File: src/rtl/c2s_pkg.sv
// shared constants, types and angle table of the cartesian to spherical unit
`default_nettype none

package c2s_pkg;

  localparam int unsigned COORD_WIDTH_DEF = 16;
  localparam int unsigned ITERATIONS_DEF  = 16;

  localparam int unsigned ANG_W       = 16;
  localparam int unsigned RAD_W       = 16;
  localparam int unsigned THR_W       = 15;
  localparam int unsigned ACC_W       = 25;
  localparam int unsigned ACC_FRAC    = 8;
  localparam int unsigned TABLE_LEN   = 24;
  localparam int unsigned FIXED_POINT = 30;
  localparam int          PITCH_LIM   = 16384;

  localparam logic [THR_W-1:0] THR_RESET = THR_W'(16383);

  localparam logic signed [ACC_W-1:0] QUARTER_ACC = ACC_W'(4194304);
  localparam logic signed [ACC_W-1:0] ROUND_ACC   = ACC_W'(1 << (ACC_FRAC - 1));

  typedef struct packed {
    logic s_nz;
    logic sxz_nz;
  } c2s_flags_t;

  // fraction bits added to the coordinates inside the rotation stages
  function automatic int unsigned frac_bits(input int unsigned w);
    return (w < FIXED_POINT) ? FIXED_POINT - w : 0;
  endfunction

  // atan(2^-i) in binary angle units with eight fraction bits
  function automatic int atan_entry(input int unsigned i);
    int v;
    unique case (i)
      0:       v = 2097152;
      1:       v = 1238021;
      2:       v = 654136;
      3:       v = 332050;
      4:       v = 166669;
      5:       v = 83416;
      6:       v = 41718;
      7:       v = 20860;
      8:       v = 10430;
      9:       v = 5215;
      10:      v = 2608;
      11:      v = 1304;
      12:      v = 652;
      13:      v = 326;
      14:      v = 163;
      15:      v = 81;
      16:      v = 41;
      17:      v = 20;
      18:      v = 10;
      19:      v = 5;
      20:      v = 3;
      21:      v = 1;
      22:      v = 1;
      default: v = 0;
    endcase
    return v;
  endfunction

endpackage

`default_nettype wire

File: src/rtl/c2s_prep.sv
// input stages: squares, sums, yaw pre-rotation and zero flags
`default_nettype none

module c2s_prep #(
  parameter int unsigned W = c2s_pkg::COORD_WIDTH_DEF
) (
  input  wire logic                               clk_i,
  input  wire logic                               rst_ni,
  input  wire logic                               valid_i,
  output logic                                    ready_o,
  input  wire logic signed [W-1:0]                x_i,
  input  wire logic signed [W-1:0]                y_i,
  input  wire logic signed [W-1:0]                z_i,
  output logic                                    valid_o,
  input  wire logic                               ready_i,
  output logic [2*W-1:0]                          s_o,
  output logic [2*W-1:0]                          sxz_o,
  output logic signed [W:0]                       ny_o,
  output logic signed [W+c2s_pkg::frac_bits(W)+2:0] ya_o,
  output logic signed [W+c2s_pkg::frac_bits(W)+2:0] yb_o,
  output logic signed [c2s_pkg::ACC_W-1:0]        yacc_o,
  output c2s_pkg::c2s_flags_t                     flags_o
);
  import c2s_pkg::*;

  localparam int unsigned F  = frac_bits(W);
  localparam int unsigned AW = W + F + 3;

  logic                      valid1_q, valid2_q;
  logic                      ready1, ready2;
  logic signed [2*W-1:0]     xx, yy, zz;
  logic [2*W-1:0]            xx1_q, yy1_q, zz1_q;
  logic signed [W:0]         ny1_d, ny1_q, ny2_q;
  logic signed [AW-1:0]      za, xb;
  logic signed [AW-1:0]      ya1_d, yb1_d, ya1_q, yb1_q, ya2_q, yb2_q;
  logic signed [ACC_W-1:0]   yacc1_d, yacc1_q, yacc2_q;
  c2s_flags_t                flags1_d, flags1_q, flags2_q;
  logic [2*W-1:0]            sxz2_d, s2_d, sxz2_q, s2_q;

  assign ready1  = !valid1_q || ready2;
  assign ready2  = !valid2_q || ready_i;
  assign ready_o = ready1;

  assign xx = x_i * x_i;
  assign yy = y_i * y_i;
  assign zz = z_i * z_i;

  assign ny1_d = -((W+1)'(y_i));
  assign za    = AW'(z_i) <<< F;
  assign xb    = AW'(x_i) <<< F;

  assign flags1_d.s_nz   = (x_i != '0) || (y_i != '0) || (z_i != '0);
  assign flags1_d.sxz_nz = (x_i != '0) || (z_i != '0);

  // turn the yaw vector a quarter turn into the right half plane
  always_comb begin
    if (za[AW-1]) begin
      if (!xb[AW-1]) begin
        ya1_d   = xb;
        yb1_d   = -za;
        yacc1_d = QUARTER_ACC;
      end else begin
        ya1_d   = -xb;
        yb1_d   = za;
        yacc1_d = -QUARTER_ACC;
      end
    end else begin
      ya1_d   = za;
      yb1_d   = xb;
      yacc1_d = '0;
    end
  end

  always_ff @(posedge clk_i or negedge rst_ni) begin
    if (!rst_ni) begin
      valid1_q <= 1'b0;
      valid2_q <= 1'b0;
    end else begin
      if (ready1) begin
        valid1_q <= valid_i;
      end
      if (ready2) begin
        valid2_q <= valid1_q;
      end
    end
  end

  always_ff @(posedge clk_i) begin
    if (ready1 && valid_i) begin
      xx1_q    <= xx;
      yy1_q    <= yy;
      zz1_q    <= zz;
      ny1_q    <= ny1_d;
      ya1_q    <= ya1_d;
      yb1_q    <= yb1_d;
      yacc1_q  <= yacc1_d;
      flags1_q <= flags1_d;
    end
  end

  assign sxz2_d = xx1_q + zz1_q;
  assign s2_d   = sxz2_d + yy1_q;

  always_ff @(posedge clk_i) begin
    if (ready2 && valid1_q) begin
      sxz2_q   <= sxz2_d;
      s2_q     <= s2_d;
      ny2_q    <= ny1_q;
      ya2_q    <= ya1_q;
      yb2_q    <= yb1_q;
      yacc2_q  <= yacc1_q;
      flags2_q <= flags1_q;
    end
  end

  assign valid_o = valid2_q;
  assign s_o     = s2_q;
  assign sxz_o   = sxz2_q;
  assign ny_o    = ny2_q;
  assign ya_o    = ya2_q;
  assign yb_o    = yb2_q;
  assign yacc_o  = yacc2_q;
  assign flags_o = flags2_q;

endmodule

`default_nettype wire

File: config.mk
export PLATFORM = sky130hd
export DESIGN_NAME = c2s_prep
export DESIGN_NICKNAME = d
export VERILOG_FILES = /design/src/rtl/c2s_pkg.sv /design/src/rtl/c2s_prep.sv
export SDC_FILE = /design/constraint.sdc
export NUM_CORES = 2
export LEC_CHECK = 0
export CORE_MARGIN = 5
export CORE_UTILIZATION = 35
export DETAILED_ROUTE_END_ITERATION = 8
export DONT_BUFFER_PORTS = 1
export PLACE_DENSITY = 0.49
export SLEW_MARGIN = 20
export SYNTH_ARGS = -nofsm -noshare
export SYNTH_HDL_FRONTEND = slang
export SYNTH_SLANG_ARGS = --single-unit
File: constraint.sdc
create_clock -name clk_i -period 4.6 [get_ports clk_i]
set_input_delay 0.46 -clock clk_i [delete_from_list [all_inputs] [get_ports clk_i]]
set_output_delay 0.46 -clock clk_i [all_outputs]
set_load 0.05 [all_outputs]
==> run summary <==
CTS max path bufs - 3
Hold WS - 57.7 ps
number of synthesized flops with an enable pin - 274
Antenna Nets Post-Route - 0
die area - 119,000 um2
core area - 112,000 um2
Finished Layout Cells - 6,030
CP bufs+invs - 5
Yosys reg bits - 276
largest cells by area after synthesis - fa_1 36%, edfxtp_1 21%, ha_1 11%
CP arrival - 5760 ps
Die Ht - 346 um
H-tree Lvls - 2
sequential area share after synthesis - 0.210
Fmax - 185 MHz
starting density of the core - 0.351
Main synth FF type - edfxtp_1
Inst Count DP - 5,893
Pre-Repair DR Iteration Count - 5
synth unique cells - 76
RSZ-0062 raised after global routing - true
number of antenna violations at the first check in global routing - 1
clk_lat worst skew - 610 ps
fin worst setup slack - -818 ps
clk sinks - 276
status - finished with violations
CTS clock-pin slew for the worst setup and hold paths - 60 ps
Site Rows - 123
Cells after Synth - 3,880
vias per cell - 4.59
post-DP HPWL - 84.4 mm
failing checks - setup timing
DRT iter0 DRCs - 1,210
DR DRC count - 0
CP dominant cell by count - fa_1
Tightest Hold Check Type - input pin to register
minimum clock period - 5420 ps
reg-to-reg setup timing slack - -190 ps
synthesized area per cell - 10.2 um2
area leader, netlist - fa_1
Placer Congestion - 0.827
CP Max Fanout - 80
Core Util, Final - 0.443
vias in the first global route - 30,099
max incr delay on CP - 640 ps
wire per inst - 17.2 um
Final nets - 5,604
share of layout cells above drive strength 1 - 0.262
final hold vios - 0
chip width - 346 um
Synth async-reset ratio - 0.00725
WS Path Type - input pin to register
Synth Warn # - 0
Rel. slew slack - 0.364
dpl cell area - 46,200 um2
clk_skew - 19.5 ps
Layout fillers - 10,774
Slew Limit Fails - 0
Critical Path End Type - register
I/O pin count - 228
Tot GR Track Use - 0.176
routed vias - 27,656
Syn Std Cell Area - 39,400 um2
Layout area overhead - 26.1%
I/O Buffers - 0
Synth top cells by count - 965 x inv_1, 703 x fa_1, 348 x ha_1, 294 x nand2_1, 274 x edfxtp_1
grt total ovfl - 0
TritonCTS clock tree - built
crit-path cells - clkinv_8 -> nor2_4 -> fa_2 -> buf_6 -> fa_2 -> buf_6 -> fa_1 -> fa_1 -> fa_1 -> inv_2 -> fa_1 -> inv_2 -> ha_4 -> a21o_1 -> a21o_1 -> a21oi_2 -> nand3b_1 -> o21ba_4 -> a311oi_4 -> a21oi_2 -> xnor2_1
CTS Buf Count - 38
CP Launch Type - input pin
CTS root buf - clkbuf_16
DRT Wirelength - 104 mm
Critical Path Slowest Stage Cell - fa_2
cell area after layout - 49,700 um2
largest net degree at the start of global routing - 81
Worst-Margin Slew - 954 ps
cell family with the largest share of critical-path delay - adder cells
Req. time, crit path - 4940 ps
Synth top area share - 0.357
most frequent cell after synthesis - inv_1
first-pass GRT wire length - 166 mm
crit share post-route - 1.18
MaxCap Viol Count - 0
final setup vio count - 52
-- final timing paths --
path	from	end	depth (start not counted)
max	z_i[15]	zz1_q[31]	21
min	y_i[6]	ny1_q[6]	1
max reg2reg	xx1_q[2]	s_o[31]	22
min reg2reg	ny1_q[13]	ny_o[13]	0
max in group asynchronous	rst_ni	valid1_q	1
min in group asynchronous	rst_ni	valid_o	1
-- cells by family after synthesis --
| family | share of synthesized area |
|---|---|
| buffers and inverters | 0.113 |
| adder cells (fa/ha/maj) | 0.467 |
| AND/OR/NAND/NOR | 0.0879 |
| AO/OA/AOI/OAI | 0.0685 |
| flip-flops | 0.210 |
| XOR/XNOR | 0.0520 |
| multiplexers | 0.00156 |
| other | 0.0000951 |
-- flip-flops by register name (all words and copies together) (netlist names) --
| register | cells |
|---|---|
| s_o | 32 |
| xx1_q | 31 |
| valid_o | 1 |
| yb_o | 19 |
| yy1_q | 31 |
| sxz_o | 32 |
| flags1_q | 2 |
| ny_o | 17 |
| valid1_q | 1 |
| ya_o | 19 |
| yacc_o | 2 |
| flags_o | 2 |
| ny1_q | 16 |
| zz1_q | 31 |
| ya1_q | 19 |
| yacc1_q | 2 |
| yb1_q | 19 |
-- layer usage --
layer | global-route usage | wire length, um
met1 | 0.238 | 46400
met2 | 0.296 | 50300
met3 | 0.0256 | 4020
met4 | 0.0501 | 3200
met5 | 0 | 0
-- layout by cell type, fill, tap and decap left out, drive strengths merged, types with 53 or more instances in the layout --
| master | count |
|---|---|
| a21oi | 153 |
| ha | 348 |
| conb | 53 |
| xnor2 | 184 |
| nor2 | 223 |
| buf | 669 |
| nand2 | 294 |
| a21o | 70 |
| and2 | 73 |
| fa | 703 |
| edfxtp | 274 |
| inv | 974 |
-- per-stage QoR --
stage	setup TNS, ps	setup WS, ps
after floorplan	-51470	-1460
after global placement	-72850	-1590
after detailed placement	-74020	-1660
after CTS	-22920	-726
after global routing	-32180	-915
final	-24650	-818
-- area by class of cell --
class                   count  area (um2)  area share
diodes                      1        2.50   0.0000503
clock buffers              45         977      0.0197
clock inverters            23         191     0.00385
inverters                 981        3790      0.0763
multi-input cells        2525       29200       0.587
flip-flops and latches    276        8280       0.166
well taps                1500        1880      0.0377
repair buffers            679        5410       0.109
-- what timing repair did --
| action | 4_1_cts | 5_1_grt |
|---|---|---|
| setup buffers | 62 | 31 |
| hold buffers | 10 | 0 |
| pin swaps | 189 | 165 |
| endpoints found under the setup margin | 64 | 66 |
| resized for setup | 230 | 188 |
| endpoints found under the hold margin | 13 | 0 |
-- worst reg2reg max path: stages (launching register included) --
cell and delay, ps:
edfxtp_1 420, ha_2 220, fa_2 340, a21o_1 180, a21oi_2 180, o21ai_2 110, a211oi_2 200, buf_4 170
nor2_4 50, a21oi_2 190, xnor2_2 170, ha_4 260, a21o_1 190, a21o_1 170, a221o_1 350, nand3_1 100
nand3_2 120, a221o_1 390, a21boi_2 250, o21ai_2 90, xnor2_1 130, buf_4 150, xnor2_1 120
Power is left out: the tool's default activity adds up to more than one toggle a clock period on the data nets, which glitch-free logic cannot reach.
