## src/rtl/c2s_pkg.sv

```systemverilog
// shared constants, types and angle table of the cartesian to spherical unit
`default_nettype none

package c2s_pkg;

  localparam int unsigned COORD_WIDTH_DEF = 16;
  localparam int unsigned ITERATIONS_DEF  = 16;

  localparam int unsigned ANG_W       = 16;
  localparam int unsigned RAD_W       = 16;
  localparam int unsigned THR_W       = 15;
  localparam int unsigned ACC_W       = 25;
  localparam int unsigned ACC_FRAC    = 8;
  localparam int unsigned TABLE_LEN   = 24;
  localparam int unsigned FIXED_POINT = 30;
  localparam int          PITCH_LIM   = 16384;

  localparam logic [THR_W-1:0] THR_RESET = THR_W'(16383);

  localparam logic signed [ACC_W-1:0] QUARTER_ACC = ACC_W'(4194304);
  localparam logic signed [ACC_W-1:0] ROUND_ACC   = ACC_W'(1 << (ACC_FRAC - 1));

  typedef struct packed {
    logic s_nz;
    logic sxz_nz;
  } c2s_flags_t;

  // fraction bits added to the coordinates inside the rotation stages
  function automatic int unsigned frac_bits(input int unsigned w);
    return (w < FIXED_POINT) ? FIXED_POINT - w : 0;
  endfunction

  // atan(2^-i) in binary angle units with eight fraction bits
  function automatic int atan_entry(input int unsigned i);
    int v;
    unique case (i)
      0:       v = 2097152;
      1:       v = 1238021;
      2:       v = 654136;
      3:       v = 332050;
      4:       v = 166669;
      5:       v = 83416;
      6:       v = 41718;
      7:       v = 20860;
      8:       v = 10430;
      9:       v = 5215;
      10:      v = 2608;
      11:      v = 1304;
      12:      v = 652;
      13:      v = 326;
      14:      v = 163;
      15:      v = 81;
      16:      v = 41;
      17:      v = 20;
      18:      v = 10;
      19:      v = 5;
      20:      v = 3;
      21:      v = 1;
      22:      v = 1;
      default: v = 0;
    endcase
    return v;
  endfunction

endpackage

`default_nettype wire

```

## src/rtl/c2s_pitch_cell.sv

```systemverilog
// pitch cell: one vectoring rotation of (hypot(x,z), -y)
`default_nettype none

module c2s_pitch_cell #(
  parameter int unsigned W = c2s_pkg::COORD_WIDTH_DEF,
  parameter int unsigned K = 0
) (
  input  wire logic                                      clk_i,
  input  wire logic                                      rst_ni,
  input  wire logic                                      valid_i,
  output logic                                           ready_o,
  input  wire logic signed [W+c2s_pkg::frac_bits(W)+2:0] pa_i,
  input  wire logic signed [W+c2s_pkg::frac_bits(W)+2:0] pb_i,
  input  wire logic signed [c2s_pkg::ACC_W-1:0]         pacc_i,
  input  wire logic [c2s_pkg::RAD_W-1:0]                 radius_i,
  input  wire logic signed [c2s_pkg::ANG_W-1:0]         yaw_i,
  input  wire c2s_pkg::c2s_flags_t                       flags_i,
  output logic                                           valid_o,
  input  wire logic                                      ready_i,
  output logic signed [W+c2s_pkg::frac_bits(W)+2:0]      pa_o,
  output logic signed [W+c2s_pkg::frac_bits(W)+2:0]      pb_o,
  output logic signed [c2s_pkg::ACC_W-1:0]              pacc_o,
  output logic [c2s_pkg::RAD_W-1:0]                      radius_o,
  output logic signed [c2s_pkg::ANG_W-1:0]              yaw_o,
  output c2s_pkg::c2s_flags_t                            flags_o
);
  import c2s_pkg::*;

  localparam int unsigned AW = W + frac_bits(W) + 3;
  localparam logic signed [ACC_W-1:0] ANG = ACC_W'(atan_entry(K));

  logic                    valid_q;
  logic signed [AW-1:0]    da, db, pa_d, pb_d, pa_q, pb_q;
  logic signed [ACC_W-1:0] pacc_d, pacc_q;
  logic [RAD_W-1:0]        radius_q;
  logic signed [ANG_W-1:0] yaw_q;
  c2s_flags_t              flags_q;

  assign ready_o = !valid_q || ready_i;

  assign da = pb_i >>> K;
  assign db = pa_i >>> K;

  always_comb begin
    if (!pb_i[AW-1]) begin
      pa_d   = pa_i + da;
      pb_d   = pb_i - db;
      pacc_d = pacc_i + ANG;
    end else begin
      pa_d   = pa_i - da;
      pb_d   = pb_i + db;
      pacc_d = pacc_i - ANG;
    end
  end

  always_ff @(posedge clk_i or negedge rst_ni) begin
    if (!rst_ni) begin
      valid_q <= 1'b0;
    end else if (ready_o) begin
      valid_q <= valid_i;
    end
  end

  always_ff @(posedge clk_i) begin
    if (ready_o && valid_i) begin
      pa_q     <= pa_d;
      pb_q     <= pb_d;
      pacc_q   <= pacc_d;
      radius_q <= radius_i;
      yaw_q    <= yaw_i;
      flags_q  <= flags_i;
    end
  end

  assign valid_o  = valid_q;
  assign pa_o     = pa_q;
  assign pb_o     = pb_q;
  assign pacc_o   = pacc_q;
  assign radius_o = radius_q;
  assign yaw_o    = yaw_q;
  assign flags_o  = flags_q;

endmodule

`default_nettype wire

```

## config.mk

```make
export PLATFORM = sky130hd
export DESIGN_NAME = c2s_pitch_cell
export DESIGN_NICKNAME = d
export VERILOG_FILES = /design/src/rtl/c2s_pkg.sv /design/src/rtl/c2s_pitch_cell.sv
export SDC_FILE = /design/constraint.sdc
export NUM_CORES = 1
export LEC_CHECK = 0
export CAP_MARGIN = 20
export CORE_ASPECT_RATIO = 0.8
export CORE_MARGIN = 1.5
export CORE_UTILIZATION = 60
export CTS_BUF_LIST = sky130_fd_sc_hd__clkbuf_2
export CTS_CLUSTER_DIAMETER = 30
export DETAILED_ROUTE_END_ITERATION = 7
export DONT_BUFFER_PORTS = 1
export GPL_ROUTABILITY_DRIVEN = 0
export PLACE_DENSITY = 0.76
export SYNTH_ARGS = -nofsm -noshare
export SYNTH_HDL_FRONTEND = slang
export SYNTH_SLANG_ARGS = --single-unit
```

## constraint.sdc

```tcl
create_clock -name clk_i -period 5.05 [get_ports clk_i]
set_input_delay 1.01 -clock clk_i [delete_from_list [all_inputs] [get_ports clk_i]]
set_output_delay 1.01 -clock clk_i [all_outputs]
set_load 0.01 [all_outputs]
```

==> impl_metrics.sql <==
INSERT INTO impl_metrics (metric_group, metric, value, unit) VALUES
('hold_path', 'holdCritPathClass', 'in2reg', ''),
('synth', 'synth.cell_area', '9738', 'sq um'),
('synth', 'synth.yosys.seq_area_share', '38.49', '%'),
('clocking', 'cts_num_sinks', '125', ''),
('synth', 'synth-seq-cells', '125', ''),
('timing', 'achievable-frequency', '0.2787', 'GHz'),
('power_and_ir_drop', 'cellInternalPower', '1922', 'uW'),
('power_and_ir_drop', 'power.share.clock', '25.7', '%'),
('synth', 'ys_types', '78', ''),
('timing', 'slew_violations', '0', ''),
('global_route', 'globalRouteMet3Util', '10.08', '%'),
('timing', 'grt_setup_unrepaired', 'no', ''),
('drt', 'remaining_drc_errors', '0', ''),
('worst_setup_path', 'cp_data_arrival_time', '4.03', 'ns'),
('global_route', 'grt_start_max_net_pins', '98', ''),
('clocking', 'cts.root.buffer_cell', 'sky130_fd_sc_hd__clkbuf_2', ''),
('status', 'outcome', 'finished, final reports clean', ''),
('clocking', 'cts_repair_resize_count', '0', ''),
('clocking', 'clock_tree.buffer_depth', '2', ''),
('power_and_ir_drop', 'max-vdd-ir-drop', '0.0001500', 'V'),
('global_route', 'gr-usage-met1', '46.31', '%'),
('synth', 'largest_cells_by_area_after_synthesis', 'sky130_fd_sc_hd__edfxtp_1, sky130_fd_sc_hd__ha_1, sky130_fd_sc_hd__a21oi_1', ''),
('power_and_ir_drop', 'total_leakage_power', '0.004134', 'uW'),
('floorplanning', 'placeableCoreArea', '15800', 'sq um'),
('synth', 'synth_top_area_cell', 'sky130_fd_sc_hd__edfxtp_1', ''),
('timing', 'timing.final.hold_violations', '0', ''),
('final_layout', 'num-nets-final', '1245', ''),
('floorplanning', 'io_pins', '256', ''),
('worst_setup_path', 'crit_fanout', '13', ''),
('synth', 'synth-main-ff-cell', 'sky130_fd_sc_hd__edfxtp_1', ''),
('global_route', 'grt_use_total', '31.73', '%'),
('clocking', 'clkLatencyLatePin', '0.70', 'ns'),
('timing', 'layout_worst_path_cycle_share', '71.06', '%'),
('synth', 'proportion_of_synthesized_flip_flops_having_asynchronous_set_or_reset', '0.8000', '%'),
('power_and_ir_drop', 'seq_power_share', '46.3', '%'),
('global_route', 'global_route.overflow_total', '0', ''),
('drt', 'dr.pass1.iters', '6', ''),
('final_layout', 'layout_cell_share_with_drive_strength_beyond_1', '6.426', '%'),
('power_and_ir_drop', 'power.total', '2966', 'uW'),
('drt', 'route.detailed.vias_per_inst', '6.589', ''),
('final_layout', 'area_growth', '4.317', '%'),
('timing', 'relSlewSlack', '38.34', '%'),
('timing', 'clock_skew', '0.02619', 'ns'),
('drt', 'route.antenna.remaining_nets', '0', ''),
('power_and_ir_drop', 'combinationalPowerShare', '28.0', '%'),
('synth', 'yosys.area.top_type_share', '38.24', '%'),
('place', 'port-buffer-count', '0', ''),
('clocking', 'worst_setup_hold_path_clk_slew', '0.22', 'ns'),
('floorplanning', 'placement_rows', '41', ''),
('synth', 'post_synthesis_mean_instance_area', '9.418', 'sq um'),
('run', 'cap_violations', '0', ''),
('power_and_ir_drop', 'power.share.switching', '35.20', '%'),
('floorplanning', 'chipWidth', '145.4', 'microns'),
('power_and_ir_drop', 'power_density', '291.9', 'nW/um^2'),
('clocking', 'cts_tree', 'yes', ''),
('global_route', 'antenna_found_initial', '1', ''),
('timing', 'timing.setup.tns', '0', 'ns'),
('global_route', 'grt_pass1_wl', '41610', 'microns'),
('global_route', 'grt_pass1_vias', '7264', ''),
('timing', 'slew_at_the_pin_closest_to_its_max_slew_limit', '0.9238', 'ns'),
('worst_setup_path', 'critPathRequiredTime', '5.49', 'ns'),
('power_and_ir_drop', 'net-switching-power', '1044', 'uW'),
('synth', 'post_synth_inst_count', '1034', ''),
('floorplanning', 'die_area', '17010', 'sq um'),
('drt', 'drt-initial-drc-count', '1168', ''),
('worst_setup_path', 'cp_capture_type', 'register', ''),
('floorplanning', 'die-height', '116.9', 'microns'),
('drt', 'post_drt_wl_per_cell', '22.12', 'microns'),
('drt', 'vias', '8190', ''),
('floorplanning', 'initial_core_utilization', '61.63', '%'),
('global_route', 'gr-usage-met2', '45.17', '%');
## final timing paths
kind	from	depth (start not counted)	slack, ns	to
max in group asynchronous	rst_ni	1	4.47	valid_o$_DFFE_PN0N_
min	radius_i[10]	0	0.38	radius_o[10]$_DFFE_PP_
min in group asynchronous	rst_ni	1	0.48	valid_o$_DFFE_PN0N_
max reg2reg	valid_o$_DFFE_PN0N_	4	2.84	pacc_o[23]$_DFFE_PP_
min reg2reg	valid_o$_DFFE_PN0N_	2	0.71	valid_o$_DFFE_PN0N_
max	pa_i[19]	11	1.46	pa_o[32]$_DFFE_PP_
## kinds of logic (layout without fill, tap and decap cells)
family	after synthesis	after routing	share of synthesized area, %
adder cells (fa/ha/maj)	102	102	13.41
flip-flops	125	125	38.49
XOR/XNOR	65	65	5.846
other	0	1	0
AND/OR/NAND/NOR	252	252	12.58
AO/OA/AOI/OAI	321	321	21.48
multiplexers	18	18	1.863
buffers and inverters	151	144	6.322
## metrics by stage
stage          instance area, sq um  std cells  worst slack [ns]  util, %  hold WS, ns
2_1_floorplan                  9738       1034            0.4719        -       0.6221
3_3_place_gp                   9821       1208            0.9106    62.16       0.6561
3_5_place_dp                   9821       1208            0.9481    62.16       0.6686
6_report                      10160       1243             1.462    64.29       0.3782
5_1_grt                       10160       1243             1.333    64.29       0.2978
4_1_cts                       10140       1241             1.693    64.15       0.3235
## synthesized netlist by cell type (11+ instances only)
| cell type | number |
|---|---|
| sky130_fd_sc_hd__xnor2_1 | 55 |
| sky130_fd_sc_hd__a31oi_1 | 11 |
| sky130_fd_sc_hd__nand4_1 | 12 |
| sky130_fd_sc_hd__nand3_1 | 14 |
| sky130_fd_sc_hd__mux2i_1 | 17 |
| sky130_fd_sc_hd__o21bai_1 | 11 |
| sky130_fd_sc_hd__or3_1 | 11 |
| sky130_fd_sc_hd__inv_1 | 96 |
| sky130_fd_sc_hd__nor2_1 | 94 |
| sky130_fd_sc_hd__o21ai_0 | 62 |
| sky130_fd_sc_hd__o21a_1 | 11 |
| sky130_fd_sc_hd__a21o_1 | 24 |
| sky130_fd_sc_hd__nor3_1 | 21 |
| sky130_fd_sc_hd__nand2_1 | 48 |
| sky130_fd_sc_hd__nor2b_1 | 13 |
| sky130_fd_sc_hd__edfxtp_1 | 124 |
| sky130_fd_sc_hd__a21oi_1 | 102 |
| sky130_fd_sc_hd__buf_2 | 13 |
| sky130_fd_sc_hd__clkbuf_1 | 16 |
| sky130_fd_sc_hd__o21ai_1 | 11 |
| sky130_fd_sc_hd__o31ai_1 | 11 |
| sky130_fd_sc_hd__ha_1 | 98 |
## worst max-delay path: stages
cell and delay (ns):
sky130_fd_sc_hd__inv_1 0.02, sky130_fd_sc_hd__ha_1 0.56, sky130_fd_sc_hd__clkinv_1 0.40, sky130_fd_sc_hd__nor3_1 0.68, sky130_fd_sc_hd__a21oi_1 0.12, sky130_fd_sc_hd__o21ai_0 0.11, sky130_fd_sc_hd__a21o_1 0.19, sky130_fd_sc_hd__a41oi_1 0.28
sky130_fd_sc_hd__and3b_1 0.31, sky130_fd_sc_hd__nor4b_2 0.23, sky130_fd_sc_hd__xor2_1 0.11
## cell usage in the layout, fill, tap and decap left out, types with 21 or more instances in the layout
cell / synthesis / final
sky130_fd_sc_hd__inv_1: 96 / 96
sky130_fd_sc_hd__a21o_1: 24 / 24
sky130_fd_sc_hd__xnor2_1: 55 / 55
sky130_fd_sc_hd__o21ai_0: 62 / 62
sky130_fd_sc_hd__edfxtp_1: 124 / 124
sky130_fd_sc_hd__a21oi_1: 102 / 102
sky130_fd_sc_hd__nor3_1: 21 / 21
sky130_fd_sc_hd__nand2_1: 48 / 48
sky130_fd_sc_hd__nor2_1: 94 / 94
sky130_fd_sc_hd__ha_1: 98 / 98
## per-layer routing
layer,vias to the layer above,share of wire (%)
li1,3690,-
met1,3831,44
met2,607,42
met3,62,13
met4,0,2.1
met5,-,0
## repair_timing
item                       CTS  global route
hold buffers                 1             0
setup endpoints to repair    0             0
hold endpoints to repair     1             0
## sequential cells by signal (all words and copies together), names as in the netlist
signal and flops:
flags_o 2, pa_o 32, pacc_o 25, pb_o 33, radius_o 16, valid_o 1
yaw_o 16
## cell type report
cell class                      instances  area [sq um]
Tap cell                              215         269.0
Inverter                              107         404.1
Antenna cell                            1         2.502
Clock inverter                         15         220.2
Clock buffer                           17         85.08
Multi-Input combinational cell        758          5376
Sequential cell                       125          3749
Timing Repair Buffer                    5         52.55
Fill cell                            1349          5642
## power groups by stage
stage	Combinational [uW]	Sequential (uW)	Clock [uW]
after floorplan	614	1380	0
after global placement	789	1400	0
after detailed placement	791	1400	0
after CTS	796	1380	776
after global routing	897	1380	819
final	829	1370	763
No activity file was read; power rests on OpenSTA's default activity.
