<file path="config.mk">
export PLATFORM = sky130hd
export DESIGN_NAME = c2s_front_cell
export DESIGN_NICKNAME = d
export VERILOG_FILES = /design/src/rtl/c2s_pkg.sv /design/src/rtl/c2s_front_cell.sv
export SDC_FILE = /design/constraint.sdc
export NUM_CORES = 1
export LEC_CHECK = 0
export BUFFER_PORTS_ARGS = -buffer_cell sky130_fd_sc_hd__clkbuf_2
export CAP_MARGIN = 30
export CELL_PAD_IN_SITES_DETAIL_PLACEMENT = 1
export CELL_PAD_IN_SITES_GLOBAL_PLACEMENT = 1
export CORE_MARGIN = 8
export CORE_UTILIZATION = 42
export DETAILED_ROUTE_END_ITERATION = 10
export PLACE_DENSITY = 0.89
export SLEW_MARGIN = 20
export SYNTH_ARGS = -nofsm -noshare
export SYNTH_HDL_FRONTEND = slang
export SYNTH_SLANG_ARGS = --single-unit
</file>
<file path="constraint.sdc">
create_clock -name clk_i -period 12.1 [get_ports clk_i]
set_input_delay 1.815 -clock clk_i [delete_from_list [all_inputs] [get_ports clk_i]]
set_output_delay 1.815 -clock clk_i [all_outputs]
set_load 0.02 [all_outputs]
</file>
<file path="src/rtl/c2s_pkg.sv">
// shared constants, types and angle table of the cartesian to spherical unit
`default_nettype none

package c2s_pkg;

  localparam int unsigned COORD_WIDTH_DEF = 16;
  localparam int unsigned ITERATIONS_DEF  = 16;

  localparam int unsigned ANG_W       = 16;
  localparam int unsigned RAD_W       = 16;
  localparam int unsigned THR_W       = 15;
  localparam int unsigned ACC_W       = 25;
  localparam int unsigned ACC_FRAC    = 8;
  localparam int unsigned TABLE_LEN   = 24;
  localparam int unsigned FIXED_POINT = 30;
  localparam int          PITCH_LIM   = 16384;

  localparam logic [THR_W-1:0] THR_RESET = THR_W'(16383);

  localparam logic signed [ACC_W-1:0] QUARTER_ACC = ACC_W'(4194304);
  localparam logic signed [ACC_W-1:0] ROUND_ACC   = ACC_W'(1 << (ACC_FRAC - 1));

  typedef struct packed {
    logic s_nz;
    logic sxz_nz;
  } c2s_flags_t;

  // fraction bits added to the coordinates inside the rotation stages
  function automatic int unsigned frac_bits(input int unsigned w);
    return (w < FIXED_POINT) ? FIXED_POINT - w : 0;
  endfunction

  // atan(2^-i) in binary angle units with eight fraction bits
  function automatic int atan_entry(input int unsigned i);
    int v;
    unique case (i)
      0:       v = 2097152;
      1:       v = 1238021;
      2:       v = 654136;
      3:       v = 332050;
      4:       v = 166669;
      5:       v = 83416;
      6:       v = 41718;
      7:       v = 20860;
      8:       v = 10430;
      9:       v = 5215;
      10:      v = 2608;
      11:      v = 1304;
      12:      v = 652;
      13:      v = 326;
      14:      v = 163;
      15:      v = 81;
      16:      v = 41;
      17:      v = 20;
      18:      v = 10;
      19:      v = 5;
      20:      v = 3;
      21:      v = 1;
      22:      v = 1;
      default: v = 0;
    endcase
    return v;
  endfunction

endpackage

`default_nettype wire

</file>
<file path="src/rtl/c2s_front_cell.sv">
// front cell: hypot(x,z) root digit, radius digit if K<W, yaw rotation if K<IT
`default_nettype none

module c2s_front_cell #(
  parameter int unsigned W  = c2s_pkg::COORD_WIDTH_DEF,
  parameter int unsigned IT = c2s_pkg::ITERATIONS_DEF,
  parameter int unsigned K  = 0
) (
  input  wire logic                                  clk_i,
  input  wire logic                                  rst_ni,
  input  wire logic                                  valid_i,
  output logic                                       ready_o,
  input  wire logic [2*W-1:0]                        h_opnd_i,
  input  wire logic [W+c2s_pkg::frac_bits(W)+1:0]    h_rem_i,
  input  wire logic [W+c2s_pkg::frac_bits(W)-1:0]    h_root_i,
  input  wire logic [2*W-1:0]                        r_opnd_i,
  input  wire logic [W+1:0]                          r_rem_i,
  input  wire logic [W-1:0]                          r_root_i,
  input  wire logic signed [W+c2s_pkg::frac_bits(W)+2:0] ya_i,
  input  wire logic signed [W+c2s_pkg::frac_bits(W)+2:0] yb_i,
  input  wire logic signed [c2s_pkg::ACC_W-1:0]     yacc_i,
  input  wire logic signed [W:0]                     ny_i,
  input  wire c2s_pkg::c2s_flags_t                   flags_i,
  output logic                                       valid_o,
  input  wire logic                                  ready_i,
  output logic [2*W-1:0]                             h_opnd_o,
  output logic [W+c2s_pkg::frac_bits(W)+1:0]         h_rem_o,
  output logic [W+c2s_pkg::frac_bits(W)-1:0]         h_root_o,
  output logic [2*W-1:0]                             r_opnd_o,
  output logic [W+1:0]                               r_rem_o,
  output logic [W-1:0]                               r_root_o,
  output logic signed [W+c2s_pkg::frac_bits(W)+2:0]  ya_o,
  output logic signed [W+c2s_pkg::frac_bits(W)+2:0]  yb_o,
  output logic signed [c2s_pkg::ACC_W-1:0]          yacc_o,
  output logic signed [W:0]                          ny_o,
  output c2s_pkg::c2s_flags_t                        flags_o
);
  import c2s_pkg::*;

  localparam int unsigned F   = frac_bits(W);
  localparam int unsigned NH  = W + F;
  localparam int unsigned AW  = NH + 3;
  localparam int unsigned HRW = NH + 2;
  localparam int unsigned RRW = W + 2;

  logic                    valid_q;
  logic [2*W-1:0]          h_opnd_d, h_opnd_q, r_opnd_d, r_opnd_q;
  logic [HRW-1:0]          h_rem_d, h_rem_q;
  logic [NH-1:0]           h_root_d, h_root_q;
  logic [RRW-1:0]          r_rem_d, r_rem_q;
  logic [W-1:0]            r_root_d, r_root_q;
  logic signed [AW-1:0]    ya_d, yb_d, ya_q, yb_q;
  logic signed [ACC_W-1:0] yacc_d, yacc_q;
  logic signed [W:0]       ny_q;
  c2s_flags_t              flags_q;

  logic [HRW+1:0]          h_sh, h_trial;
  logic                    h_ge;

  assign ready_o = !valid_q || ready_i;

  // restoring square root digit of hypot(x,z) scaled by 2^F
  assign h_sh     = {h_rem_i, h_opnd_i[2*W-1 -: 2]};
  assign h_trial  = (HRW+2)'({h_root_i, 2'b01});
  assign h_ge     = h_sh >= h_trial;
  assign h_rem_d  = h_ge ? HRW'(h_sh - h_trial) : HRW'(h_sh);
  assign h_root_d = {h_root_i[NH-2:0], h_ge};
  assign h_opnd_d = h_opnd_i << 2;

  if (K < W) begin : g_rad
    logic [RRW+1:0] r_sh, r_trial;
    logic           r_ge;

    assign r_sh     = {r_rem_i, r_opnd_i[2*W-1 -: 2]};
    assign r_trial  = (RRW+2)'({r_root_i, 2'b01});
    assign r_ge     = r_sh >= r_trial;
    assign r_rem_d  = r_ge ? RRW'(r_sh - r_trial) : RRW'(r_sh);
    assign r_root_d = {r_root_i[W-2:0], r_ge};
    assign r_opnd_d = r_opnd_i << 2;
  end else begin : g_rad_done
    assign r_rem_d  = r_rem_i;
    assign r_root_d = r_root_i;
    assign r_opnd_d = r_opnd_i;
  end

  if ((K < IT) && (K < TABLE_LEN)) begin : g_yaw
    localparam logic signed [ACC_W-1:0] ANG = ACC_W'(atan_entry(K));
    logic signed [AW-1:0] da, db;

    assign da = yb_i >>> K;
    assign db = ya_i >>> K;

    always_comb begin
      if (!yb_i[AW-1]) begin
        ya_d   = ya_i + da;
        yb_d   = yb_i - db;
        yacc_d = yacc_i + ANG;
      end else begin
        ya_d   = ya_i - da;
        yb_d   = yb_i + db;
        yacc_d = yacc_i - ANG;
      end
    end
  end else begin : g_yaw_done
    assign ya_d   = ya_i;
    assign yb_d   = yb_i;
    assign yacc_d = yacc_i;
  end

  always_ff @(posedge clk_i or negedge rst_ni) begin
    if (!rst_ni) begin
      valid_q <= 1'b0;
    end else if (ready_o) begin
      valid_q <= valid_i;
    end
  end

  always_ff @(posedge clk_i) begin
    if (ready_o && valid_i) begin
      h_opnd_q <= h_opnd_d;
      h_rem_q  <= h_rem_d;
      h_root_q <= h_root_d;
      r_opnd_q <= r_opnd_d;
      r_rem_q  <= r_rem_d;
      r_root_q <= r_root_d;
      ya_q     <= ya_d;
      yb_q     <= yb_d;
      yacc_q   <= yacc_d;
      ny_q     <= ny_i;
      flags_q  <= flags_i;
    end
  end

  assign valid_o  = valid_q;
  assign h_opnd_o = h_opnd_q;
  assign h_rem_o  = h_rem_q;
  assign h_root_o = h_root_q;
  assign r_opnd_o = r_opnd_q;
  assign r_rem_o  = r_rem_q;
  assign r_root_o = r_root_q;
  assign ya_o     = ya_q;
  assign yb_o     = yb_q;
  assign yacc_o   = yacc_q;
  assign ny_o     = ny_q;
  assign flags_o  = flags_q;

endmodule

`default_nettype wire

</file>
==> run summary, run 1 <==
final std cells w/o fill: 2698
Hold Path Cell Cnt: 2
vias in the first global route: 16.2k
Yosys reg bits: 266
worst IR drop on VDD: 106 uV
max frequency: 202 MHz
TritonRoute pass-1 iters: 5
share of flip-flops with an asynchronous set or reset: 0.00376
fin crit share: 0.410
Final Total Pwr: 2.90 mW
sequential fraction of the synthesis area: 0.474
final total negative setup slack: 0 ns
post-synth top area cell: edfxtp_1
Unique masters post-synth: 77
# resized after CTS: 0
leakage: 9.49 nW
Sequential cell area: 0.00798 mm2
initial antenna violation count: 8
DRC: 0
HP Class: flop to flop
synthesized area: 0.0168 mm2
Most used DFF post-synth: edfxtp_1
final setup vio count: 0
final hold vios: 0
post-CTS setup buffer count: 0
Wirelength per Cell: 26.0 um
met1 Resource Use GR: 0.307
Global Route Usage Sum: 0.275
Synth top area share: 0.473
cells taking the most area after synthesis: edfxtp_1 47%, ha_1 11%, a21oi_1 4.5%
Placer Congestion: 0.931
global-route wire length before repair: 101 mm
Max-Cap Viols: 0
Site Rows: 73
HPWL after detailed placement: 53.0 mm
vias: 15.6k
GR peak layer: met2
die area: 0.0467 mm2
Critical Path Source Type: primary input
Antenna Nets Post-Route: 0
pre-CTS setup slack: 6.64 ns
Worst Path Max Fanout: 19
global routing usage on met3: 0.0597
num ports: 546
die height: 216 um
core area: 0.0396 mm2
status: completed
grt ovf: 0
Tmin final: 4.96 ns
Worst R2R Path Depth: 4
Ys Warns: 0
Worst Path Arrival: 5.27 ns
placed instance count: 2637
Filler cells: 4550
DRT iter0 DRCs: 1456
Via-to-Cell Ratio: 5.77
H-Tree Depth: 1
Rel. slew slack: 0.345
count of nets after finishing: 2573
pwr/cell area: 138 mW/mm2
grt met2 use: 0.515
share of cells above drive strength 1: 0.291
setup slack after layout: 7.14 ns
Worst Setup End Kind: flop
Worst-Margin Slew: 0.983 ns
root buf cell: clkbuf_16
RSZ-0062 raised after global routing: false
Post-Synthesis Cells: 1624
largest net degree at the start of global routing: 95
Worst Path Required: 12.41 ns
Syn Area/Cell: 10.4 um2
clock slew at reported path FFs: 0.07 ns
most frequent cell after synthesis: edfxtp_1
Skew-Pair Late Insertion Delay: 0.59 ns
area grow syn2layout: 25.2%
Port Buffers: 541
top post-synthesis cells by count: 265 x edfxtp_1, 155 x inv_1, 152 x a21oi_1
CTS Buf Count: 30
TritonCTS sink count: 266
Setup Skew: 0.0225 ns
TritonCTS clock tree: yes
hold-fix buffers at CTS: 0
Final Max Slew Viols: 0
Post-synth EDFFs: 265
Post-Route WL: 70.1 mm
clock tree buffer depth: 3
Die X: 216 um
Starting Density: 0.425
multi-input combinational cell area: 0.00800 mm2
WS Path Type: primary input to flop
-- registers in the layout, summed over array words and instances (netlist names), 16 cells and up --
register,flops
ny_o,17
r_rem_o,18
h_opnd_o,30
r_opnd_o,30
h_rem_o,32
ya_o,32
h_root_o,30
yacc_o,25
r_root_o,16
yb_o,33
-- cell families (layout without fill, tap and decap cells) --
| group | after synthesis | in the layout | synth area share |
|---|---|---|---|
| AOI/OAI and AO/OA | 483 | 483 | 0.181 |
| and+or+nand+nor | 363 | 363 | 0.102 |
| DFF | 266 | 266 | 0.474 |
| buffers and inverters | 222 | 765 | 0.0522 |
| adders and majority gates | 152 | 152 | 0.115 |
| xor gates and xnor gates | 105 | 105 | 0.0546 |
| muxes | 32 | 32 | 0.0204 |
| other | 1 | 7 | 0.000223 |
-- cells in the final DEF (no fill, tap or decap), types with 16 or more instances in the layout --
master / count
a21o_1: 40
a21oi_1: 151
clkbuf_16: 30
clkbuf_2: 540
edfxtp_1: 265
ha_1: 148
inv_1: 155
nand2_1: 106
nand2b_1: 23
nand3_1: 20
nand4_1: 17
nor2_1: 102
nor2b_1: 16
nor3_1: 31
o21ai_0: 118
o21bai_1: 23
xnor2_1: 75
xor2_1: 30
-- metal layers --
| metal | wire (um) | up-vias |
|---|---|---|
| met5 | 69 | - |
| met4 | 2220 | 10 |
| met3 | 5070 | 142 |
| met2 | 37100 | 730 |
| met1 | 25600 | 7756 |
| li1 | - | 6933 |
-- metrics by stage --
stage                     instance area [um2]  hold slack [ns]  utilization
after global placement                  20000            0.513        0.504
after detailed placement                20000            0.615        0.504
after CTS                               21000            0.638        0.529
after floorplan                         16800            0.783            -
final                                   21100            0.651        0.532
after global routing                    21100            0.669        0.531
-- worst paths after layout --
| kind | endpoint | from | slack (ns) |
|---|---|---|---|
| max | r_rem_o[5] | r_root_i[0] | 7.14 |
| min | valid_o | valid_o | 0.65 |
| max reg2reg | yacc_o[4] | valid_o | 9.29 |
| min reg2reg | valid_o | valid_o | 0.65 |
| max in group asynchronous | valid_o | rst_ni | 10.97 |
| min in group asynchronous | valid_o | rst_ni | 1.02 |
-- layout make-up --
class | count | share of cell area
repair buffers | 551 | 0.135
inverters | 159 | 0.0283
well taps | 525 | 0.0312
diodes | 3 | 0.000356
flip-flops and latches | 266 | 0.379
multi-input cells | 1139 | 0.380
clock inverters | 21 | 0.0105
clock buffers | 34 | 0.0363
-- power by group --
group | internal, mW | switching, mW
registers | 1.12 | 0.0299
logic | 0.274 | 0.522
clock network | 0.540 | 0.412
-- worst max-delay path, stage by stage --
cell      delay [ns]
clkbuf_2        0.11
inv_1           0.05
ha_1            0.35
nor2b_1         0.17
o21ai_1         0.14
nand2b_1        0.16
a41o_1          0.28
a21o_1          0.22
a221o_1         0.40
a311oi_2        0.33
a22o_1          0.81
mux2_2          0.44
(Power assumes the default switching activity.)
==> run 2: changes to the inputs <==
--- a/config.mk
+++ b/config.mk
@@ -10,9 +10,9 @@
 export CELL_PAD_IN_SITES_DETAIL_PLACEMENT = 1
 export CELL_PAD_IN_SITES_GLOBAL_PLACEMENT = 1
 export CORE_MARGIN = 8
-export CORE_UTILIZATION = 42
+export CORE_UTILIZATION = 35
 export DETAILED_ROUTE_END_ITERATION = 10
-export PLACE_DENSITY = 0.89
+export PLACE_DENSITY = 0.8
 export SLEW_MARGIN = 20
 export SYNTH_ARGS = -nofsm -noshare
 export SYNTH_HDL_FRONTEND = slang
==> constraint.sdc (replaced) <==
create_clock -name clk_i -period 4.32 [get_ports clk_i]
set_input_delay 0.648 -clock clk_i [delete_from_list [all_inputs] [get_ports clk_i]]
set_output_delay 0.648 -clock clk_i [all_outputs]
set_load 0.02 [all_outputs]
==> run summary, run 2 (synthesis gave the netlist of run 1 again) <==
status: completed
global-route wire length before repair: 101 mm
count of nets after finishing: 2599
clock tree buffer depth: 3
share of cells above drive strength 1: 0.301
RSZ-0062 raised after global routing: false
root buf cell: clkbuf_16
vias in the first global route: 16.1k
final total negative setup slack: 0 ns
Skew-Pair Late Insertion Delay: 0.59 ns
TritonRoute pass-1 iters: 5
CTS Buf Count: 31
Final Max Slew Viols: 0
Tmin final: 3.48 ns
core area: 0.0476 mm2
Max-Cap Viols: 0
leakage: 9.62 nW
HP Start: r_opnd_i[20]
grt ovf: 0
Global Route Usage Sum: 0.230
H-Tree Depth: 1
Comb power frac: 0.276
Design Area, Final: 0.0214 mm2
worst hold path endpoint: r_opnd_o[22]
Die X: 235 um
Critical R2R Capture: h_opnd_o[12]
Worst Path Arrival: 3.84 ns
internal power: 5.44 mW
TritonCTS clock tree: yes
Clock Power Share: 0.324
Post-Route WL: 67.7 mm
Worst Path Max Fanout: 16
Site Rows: 80
Antenna Nets Post-Route: 0
max reg flops: 33
max frequency: 287 MHz
largest net degree at the start of global routing: 66
pre-CTS setup slack: 0.332 ns
area grow syn2layout: 26.9%
Worst Setup End Kind: flop
num ports: 546
DRT iter0 DRCs: 1132
Worst Path Required: 4.68 ns
Hold WS: 0.228 ns
worst IR drop on VDD: 296 uV
Worst-Margin Slew: 0.845 ns
Port Buffers: 541
Sw Share: 0.326
initial antenna violation count: 6
die area: 0.0554 mm2
WS Path Type: primary input to flop
setup slack after layout: 0.841 ns
clock slew at reported path FFs: 0.06 ns
final hold vios: 0
Setup Skew: 0.0127 ns
Wirelength per Cell: 24.0 um
commonest non-fill, non-tap cell in the layout: clkbuf_2
Area after DPL: 0.0204 mm2
vias: 15.3k
Hold Path Cell Cnt: 1
Seq pwr share: 0.400
final core utilization: 0.449
TritonCTS sink count: 266
pwr/cell area: 377 mW/mm2
Via-to-Cell Ratio: 5.45
Critical R2R Launch: valid_o
fin crit share: 0.805
Critical Path Source Type: primary input
Psw: 2.63 mW
Placer Congestion: 0.920
# resized after CTS: 0
most frequent cells in the layout: 540 x clkbuf_2, 265 x edfxtp_1, 155 x inv_1
DRC: 0
HPWL after detailed placement: 54.3 mm
die height: 235 um
r2r setup slk: 2.24 ns
Worst R2R Path Depth: 3
HP Class: primary input to flop
Rel. slew slack: 0.437
Starting Density: 0.353
final setup vio count: 0
[run 2: changes by cell type in the layout (fill, tap and decap cells not counted), sizes merged]
cell         delta
diode           +1
bufinv          -1
clkbuf          +3
inv             -1
dlygate4sd3     +1
buf            +24
[run 2: power by group through the flow]
| stage | combinational [mW] | sequential, mW | clock, mW |
|---|---|---|---|
| after floorplan | 1.09 | 3.53 | 0 |
| after detailed placement | 2.19 | 3.28 | 0 |
| after CTS | 2.22 | 3.23 | 2.67 |
| after global routing | 2.39 | 3.24 | 2.76 |
| after global placement | 2.13 | 3.26 | 0 |
| final | 2.23 | 3.22 | 2.61 |
[run 2: final cells by class]
type | instances | area, um2
Clock buffer | 37 | 798
Inverter | 159 | 597
Timing Repair Buffer | 576 | 3020
Fill cell | 5526 | 26300
Multi-Input combinational cell | 1139 | 8000
Antenna cell | 4 | 10.0
Tap cell | 615 | 769
Sequential cell | 266 | 7980
Clock inverter | 19 | 194
[run 2: per-stage QoR]
step / power (mW) / instances
2_1_floorplan: 4.62 / 1627
3_3_place_gp: 5.40 / 2754
3_5_place_dp: 5.47 / 2754
4_1_cts: 8.12 / 2811
5_1_grt: 8.39 / 2815
6_report: 8.06 / 2815
[run 2: worst max path at each step]
stage,startpoint,end,slack (ns)
after floorplan,r_root_i[3],r_rem_o[10],0.88
after global placement,ya_i[8],ya_o[25],0.39
after detailed placement,ya_i[8],ya_o[25],0.33
after CTS,ya_i[8],ya_o[25],0.97
after global routing,ya_i[12],yb_o[31],0.58
final,ya_i[8],ya_o[21],0.84
[run 2: worst max-delay path: stages]
cell and delay, ns:
clkbuf_2 0.11, inv_1 0.05, ha_1 0.66, nand2_1 0.18, or4_1 0.53, a21oi_1 0.19, o21ai_1 0.21, a311oi_1 0.34
buf_4 0.19, a211o_1 0.21, o21ai_0 0.14, xnor2_1 0.38
[run 2: timing repair]
action | 4_1_cts | 5_1_grt
hold endpoints to repair | 1 | 0
buffers inserted | 0 | 0
hold buffers | 1 | 0
[run 2: routing by layer]
metal / part of all wire / wire (um) / global-route usage
met5: 0.00093 / 63 / 0
met4: 0.024 / 1600 / 0.0473
met3: 0.056 / 3800 / 0.0404
met2: 0.52 / 34900 / 0.427
met1: 0.40 / 27300 / 0.275
